<file path="config.mk">
export PLATFORM = sky130hd
export DESIGN_NAME = cbt_mac
export DESIGN_NICKNAME = d
export VERILOG_FILES = /design/src/hw/rtl/cbt_pkg.sv /design/src/hw/rtl/cbt_mac.sv
export SDC_FILE = /design/constraint.sdc
export NUM_CORES = 2
export LEC_CHECK = 0
export ABC_CLOCK_PERIOD_IN_PS = 6000
export BUFFER_PORTS_ARGS = -buffer_cell sky130_fd_sc_hd__buf_2
export CAP_MARGIN = 10
export CORE_ASPECT_RATIO = 2
export CORE_MARGIN = 2
export CORE_UTILIZATION = 65
export DETAILED_ROUTE_END_ITERATION = 8
export PLACE_DENSITY = 0.86
export SLEW_MARGIN = 20
export SYNTH_ARGS = -nofsm -noshare
export SYNTH_HDL_FRONTEND = slang
export SYNTH_SLANG_ARGS = --single-unit
</file>
<file path="constraint.sdc">
create_clock -name clk -period 6 [get_ports clk]
set_input_delay 0 -clock clk [delete_from_list [all_inputs] [get_ports clk]]
set_output_delay 0 -clock clk [all_outputs]
set_load 0.02 [all_outputs]
</file>
<file path="src/hw/rtl/cbt_pkg.sv">
package cbt_pkg;

	// Field widths
	localparam int ROW_W   = 4;
	localparam int VAL_W   = 16;
	localparam int RES_W   = 24;
	localparam int OIDX_W  = 4;

	// Configuration port
	localparam int CFG_IDX_W  = 1;
	localparam int CFG_DATA_W = 5;
	localparam logic [CFG_IDX_W-1:0] CFG_DIRECTION = 1'd0;
	localparam logic [CFG_IDX_W-1:0] CFG_SIZE      = 1'd1;
	localparam logic [CFG_DATA_W-1:0] SIZE_RESET   = 5'd16;

	// Operation codes
	localparam logic OP_BASIS  = 1'b0;
	localparam logic OP_SAMPLE = 1'b1;

	// Direction codes
	localparam logic DIR_FORWARD = 1'b0;
	localparam logic DIR_INVERSE = 1'b1;

	// Status codes
	localparam logic STATUS_OK  = 1'b0;
	localparam logic STATUS_ERR = 1'b1;

	// Saturation limits of a result
	localparam logic [RES_W-1:0] SAT_MAX = 24'h7FFFFF;
	localparam logic [RES_W-1:0] SAT_MIN = 24'h800000;

	typedef struct packed {
		logic                    operation;
		logic [ROW_W-1:0]        row;
		logic [ROW_W-1:0]        col;
		logic signed [VAL_W-1:0] value_re;
		logic signed [VAL_W-1:0] value_im;
		logic                    last;
	} in_item_t;

	typedef struct packed {
		logic signed [RES_W-1:0] out_re;
		logic signed [RES_W-1:0] out_im;
		logic [OIDX_W-1:0]       out_index;
		logic                    out_last;
		logic                    status;
	} out_item_t;

	// Tag that travels with one multiply-accumulate step
	typedef struct packed {
		logic valid;
		logic first;
		logic last_term;
	} mac_tag_t;

	// Finished sum, rounded and saturated
	typedef struct packed {
		logic                    done;
		logic signed [RES_W-1:0] re;
		logic signed [RES_W-1:0] im;
	} mac_res_t;

endpackage

</file>
<file path="src/hw/rtl/cbt_mac.sv">
module cbt_mac #(
	parameter int MAX_POINTS = 16,
	parameter int SW         = 16
) (
	input  logic              clk,
	input  logic              arst_n,
	input  cbt_pkg::mac_tag_t tag_s1,
	input  logic [31:0]       b_word_s1,
	input  logic [2*SW-1:0]   x_word_s1,
	input  logic              inverse,
	input  logic              clear,
	output cbt_pkg::mac_res_t res
);
	import cbt_pkg::*;

	localparam int ACC_MIN = 34 + $clog2(MAX_POINTS);
	localparam int ACC_W   = (ACC_MIN > 40) ? ACC_MIN : 40;
	localparam int Q_W     = ACC_W - 15;
	localparam logic signed [Q_W-1:0] Q_MAX = Q_W'(24'sh7FFFFF);
	localparam logic signed [Q_W-1:0] Q_MIN = -Q_MAX - Q_W'(1);

	logic signed [VAL_W-1:0] br, bi, xr, xi;
	logic signed [31:0]      rr_s2, ii_s2, ri_s2, ir_s2;
	mac_tag_t                tag_s2;
	logic signed [ACC_W-1:0] acc_re_q, acc_im_q, base_re, base_im;
	logic signed [ACC_W-1:0] biased_re, biased_im;
	logic signed [Q_W-1:0]   q_re, q_im;
	logic                    done_q;

	// Split operands; samples are sign extended from their stored width
	assign br = signed'(b_word_s1[31:16]);
	assign bi = signed'(b_word_s1[15:0]);
	assign xr = VAL_W'(signed'(x_word_s1[2*SW-1:SW]));
	assign xi = VAL_W'(signed'(x_word_s1[SW-1:0]));

	// Register the four partial products
	always_ff @(posedge clk) begin
		rr_s2 <= br * xr;
		ii_s2 <= bi * xi;
		ri_s2 <= br * xi;
		ir_s2 <= bi * xr;
	end

	always_ff @(posedge clk or negedge arst_n) begin
		if (!arst_n) begin
			tag_s2 <= '0;
		end else begin
			tag_s2 <= tag_s1;
		end
	end

	// Restart the sum on the first term of a result
	assign base_re = tag_s2.first ? '0 : acc_re_q;
	assign base_im = tag_s2.first ? '0 : acc_im_q;

	// Accumulate; forward conjugates the basis entry
	always_ff @(posedge clk) begin
		if (tag_s2.valid) begin
			if (inverse == DIR_INVERSE) begin
				acc_re_q <= base_re + ACC_W'(rr_s2) - ACC_W'(ii_s2);
				acc_im_q <= base_im + ACC_W'(ri_s2) + ACC_W'(ir_s2);
			end else begin
				acc_re_q <= base_re + ACC_W'(rr_s2) + ACC_W'(ii_s2);
				acc_im_q <= base_im + ACC_W'(ri_s2) - ACC_W'(ir_s2);
			end
		end
	end

	// Flag a finished sum until the sequencer takes it
	always_ff @(posedge clk or negedge arst_n) begin
		if (!arst_n) begin
			done_q <= 1'b0;
		end else if (clear) begin
			done_q <= 1'b0;
		end else if (tag_s2.valid && tag_s2.last_term) begin
			done_q <= 1'b1;
		end
	end

	// Round half up by 15 bits, then saturate to the result width
	assign biased_re = acc_re_q + ACC_W'(16384);
	assign biased_im = acc_im_q + ACC_W'(16384);
	assign q_re      = Q_W'(biased_re >>> 15);
	assign q_im      = Q_W'(biased_im >>> 15);

	always_comb begin
		res.done = done_q;
		if (q_re > Q_MAX) begin
			res.re = SAT_MAX;
		end else if (q_re < Q_MIN) begin
			res.re = SAT_MIN;
		end else begin
			res.re = q_re[RES_W-1:0];
		end
		if (q_im > Q_MAX) begin
			res.im = SAT_MAX;
		end else if (q_im < Q_MIN) begin
			res.im = SAT_MIN;
		end else begin
			res.im = q_im[RES_W-1:0];
		end
	end

endmodule

</file>
Yosys cells after proc, flatten, opt, wreduce, memory -nomap -nowiden
Index checks and enable logic that the tools add are counted.

storage, ports and cells
  register bits = 212
  input port bits = 71
  output and inout port bits = 49
  word-level logic and storage cells = 38

operators by class
  add/sub/neg operators = 8
  $mul = 4
  $lt $le $gt $ge = 4
  multiplexer cells = 10
  reductions and logical operators = 2

operator list
  cell                                                   count
  adder 40 x 32 -> 40 bit                                4
  2-to-1 mux 40 bit                                      4
  multiplier 16 x 16 -> 32 bit                           4
  2-to-1 mux 24 bit                                      4
  adder 40 x 16 -> 40 bit (second input constant)        2
  subtractor 40 x 32 -> 40 bit                           2
  > comparator 25 x 24 -> 1 bit (second input constant)  2
  < comparator 25 x 24 -> 1 bit (second input constant)  2
  2-to-1 mux 1 bit                                       2
  nonzero test 2 bit                                     1
  logical AND 1 bit                                      1

Logic depth before layout (Yosys ltp)
  depth after elaboration = 4
  mapped depth = 26
  depth with buffers taken out = 24

Worst setup path before layout
Ideal clock, no wire load.

  path type = input port to flip-flop
  start = input port b_word_s1[7]
  end = register ii_s2[31]
  library setup time = 0.121 ns
  data arrival time = 5.603 ns
  required time = 5.879 ns
  slack = 0.276 ns
  cell stages on the path = 24
  buffers on the path = 1
  path through = clkbuf_1 -> nand2_1 -> fa_1 -> inv_1 -> fa_1 -> inv_1 -> fa_1 -> inv_1 -> fa_1 -> fa_1 -> inv_1 -> fa_1 -> inv_1 -> ha_1 -> o21ai_0 -> a21oi_1 -> o211ai_1 -> or3_1 -> a31oi_1 -> o2111a_1 -> nor3_1 -> o41ai_1 -> a21oi_1 -> xnor2_1

on the way
  longest elaborated chain between the ends = 1

ends and longest elaborated chain
  what                          line           source
  start: declaration            cbt_mac.sv:8   input logic [31:0] b_word_s1,
  multiplier 16 x 16 -> 32 bit  cbt_mac.sv:39  ii_s2 <= bi * xi;
  end signal: assignment        cbt_mac.sv:39
  end: declaration              cbt_mac.sv:23  logic signed [31:0] rr_s2, ii_s2, ri_s2, ir_s2;

No other way between the ends.
A chain may end at the register's enable or synchronous reset.

Final worst setup path
  start = input port x_word_s1[3]
  end = register ri_s2[31]

on the way
  longest elaborated chain between the ends = 1

ends and longest elaborated chain
  what                          line           source
  start: declaration            cbt_mac.sv:9   input logic [2*SW-1:0] x_word_s1,
  multiplier 16 x 16 -> 32 bit  cbt_mac.sv:40  ri_s2 <= br * xi;
  end signal: assignment        cbt_mac.sv:40
  end: declaration              cbt_mac.sv:23

No other way between the ends.

==> results.cfg <==
[outcome]
status = finished clean

[setup_path]
crit_cells = 24
slowest_delay_ps = 770
reg2reg_depth = 21
crit_fanout = 11
crit_type = in2reg
crit_buf_inv = 6
path_cells = buf_2 > buf_4 > buf_4 > and2_1 > fa_1 > fa_1 > fa_1 > fa_1 > fa_1 > inv_1 > fa_1 > inv_1 > ha_1 > a21oi_1 > o21ai_0 > a21oi_1 > o21ai_0 > a31oi_1 > o21ai_0 > buf_4 > nand3_1 > nand3_1 > and4_1 > nor3_1
crit_top_cell = fa_1
critPathLaunchType = input port
cp-end-kind = flip-flop
cp.required_ps = 6530
arrival_ps = 6400
cpMaxStageDelayCell = fa_1
path_delay_family = adder cells

[finish]
fill_cells = 6048
final_cells = 7546
syn_to_final_growth_pct = 9.92
fin_nets = 8063
layout-drive-gt1-share = 0.0966

[clocking]
cts.sinks = 212
cts_buffer_depth = 3
insertion_delay_ps = 620
root_buffer = clkbuf_16
numCtsBuffers = 24
cts_tree = built
clk_pin_slew_ps = 70
postCtsSetupBuffers = 0
h-tree-depth = 1

[placed_design]
dp_cells = 7483
dp_hpwl_um = 138000
numPortBuffers = 119
place.gp.congestion = 1.04

[sta]
worst_slew_pin_slew_ps = 997
max_slew_margin = 0.330
hold_viol_final = 0
setup_violations = 0
skew_ps = 39.8
period_needed_ps = 5870
fmax_ghz = 0.170
drv_slew = 0
min_period_over_period = 0.979

[logic_synthesis]
syn-cell-area_um2 = 54900
synth_top_cell_by_area = fa_1
synthArstFlopShare = 0.0189
ys_top_cells_by_area = fa_1 38%, ha_1 11%, inv_1 8.4%, and2_1 5.8%, dfxtp_1 4.7%
syn-num-nets = 7729
yosysMostFrequentCell = inv_1
synthCells = 6118
ys_seq_area_frac = 0.0922
synthFlopType = dfxtp_1
yosys_warnings = 0
synth_seq_cells = 212
synth_edf_count = 80
syn_area_per_cell_um2 = 8.98
synthTopCellsByCount = 1233 x inv_1, 1052 x fa_1, 615 x nand2_1, 506 x and2_1, 488 x ha_1
synth_cell_type_count = 89
netlist.area_leader.share = 0.383

[global_route]
grt_max_degree = 55
grt.overflow.total = 0
grt_pass1_vias = 49924
grt_pass1_wl_um = 255000
antenna_found_initial = 14
track_usage = 0.386

[detailed_routing]
dr_total_vias = 44927
postRouteAntennaNets = 0
wirelength_um = 163000
dr.pass1.iters = 6
drt_iter0_drc = 2920
vias_per_cell = 5.95
drc_errors = 0
wl_per_cell_um = 21.7

[worst_hold_path]
worstHoldPathType = in2reg
whs_path_depth = 3

[floorplanning]
start_util = 0.656
core_area_um2 = 83700
die-area_um2 = 87000
die_width_um = 210
ios = 120
rows = 150
die_h_um = 415

[job]
drv_cap = 0
state kept, by name, indices dropped and copies added (netlist names):
name and count:
acc_re_q 40, done_q 1, ri_s2 32, acc_im_q 40, tag_s2 3, rr_s2 32
ii_s2 32, ir_s2 32
cell usage in the layout (no fill, tap or decap), types with 12 or more instances in the layout:
cell,synthesis,layout
a211oi_1,19,18
a21o_1,122,122
a21oi_1,275,275
a31oi_1,40,39
and2_1,506,506
and3_1,30,30
buf_12,0,23
buf_2,3,117
buf_4,1,391
clkbuf_16,0,25
dfxtp_1,128,128
diode_2,0,12
edfxtp_1,80,80
fa_1,1052,1052
ha_1,488,488
inv_1,1233,1234
nand2_1,615,615
nand2b_1,46,46
nand3_1,60,60
nand4_1,26,26
nor2_1,205,205
nor2b_1,99,99
nor3_1,56,56
o21a_1,41,41
o21ai_0,131,130
o21bai_1,35,35
o31ai_1,16,15
xnor2_1,268,268
xor2_1,129,129
cells by family after synthesis:
group | Yosys count | share of synthesized area
buffers and inverters | 1466 | 0.100
adder cells (fa/ha/maj) | 1540 | 0.494
XOR/XNOR | 398 | 0.0636
AO/OA/AOI/OAI | 779 | 0.0896
multiplexers | 9 | 0.00198
flip-flops | 212 | 0.0922
AND/OR/NAND/NOR | 1714 | 0.158
per-stage QoR:
stage               TNS, ps   util  worst slack, ps  hold WS (ps)  cell area, um2
floorplan                 0      -              276          -296           54900
global placement      -1040  0.710             -206          -196           59400
detailed placement    -4460  0.710             -438          -192           59400
CTS                       0  0.720             14.6          57.7           60300
global route          -25.3  0.721            -25.3          68.8           60400
finish                    0  0.721              128          48.1           60400
final cells by class:
class | count | area, um2 | share of cell area
inverter | 1233 | 4630 | 0.0766
antenna | 12 | 30.0 | 0.000497
sequential | 212 | 5070 | 0.0840
timing repair buffer | 541 | 4080 | 0.0675
clock buffer | 26 | 639 | 0.0106
tap | 1064 | 1330 | 0.0220
clock inverter | 18 | 161 | 0.00267
multi-input combinational | 4440 | 44400 | 0.736
metal layers:
layer  track usage  part of all wire  vias to the layer above
met1         0.373              0.31                    22126
met3        0.0597             0.064                     1070
li1              -                 -                    19575
met2         0.692              0.51                     2148
met4         0.364              0.12                        8
met5             0           0.00037                        -
timing repair:
item,4_1_cts,5_1_grt
resized for setup,1,13
endpoints found under the setup margin,1,16
hold buffers,7,0
endpoints found under the hold margin,9,0
pin swaps,0,1
worst paths after layout:
kind                         startpoint  slack [ps]      endpoint
setup / recovery           x_word_s1[3]         130     ri_s2[31]
hold / removal             b_word_s1[1]          50      ii_s2[1]
setup reg to reg              tag_s2[1]         270  acc_re_q[33]
hold reg to reg                  done_q         510        done_q
max in group asynchronous        arst_n        5510     tag_s2[2]
min in group asynchronous        arst_n         300     tag_s2[1]
worst register-to-register path, delay by kind of cell (launching register included):
kind | cells | cell delay (ps)
flops | 1 | 460
xor+xnor | 2 | 310
simple gates | 6 | 1340
buf+inv | 2 | 410
compound gates | 9 | 2300
fa+ha+maj | 2 | 640
Power is left out: the tool's default activity adds up to more than one toggle a clock period on the data nets, which glitch-free logic cannot reach.
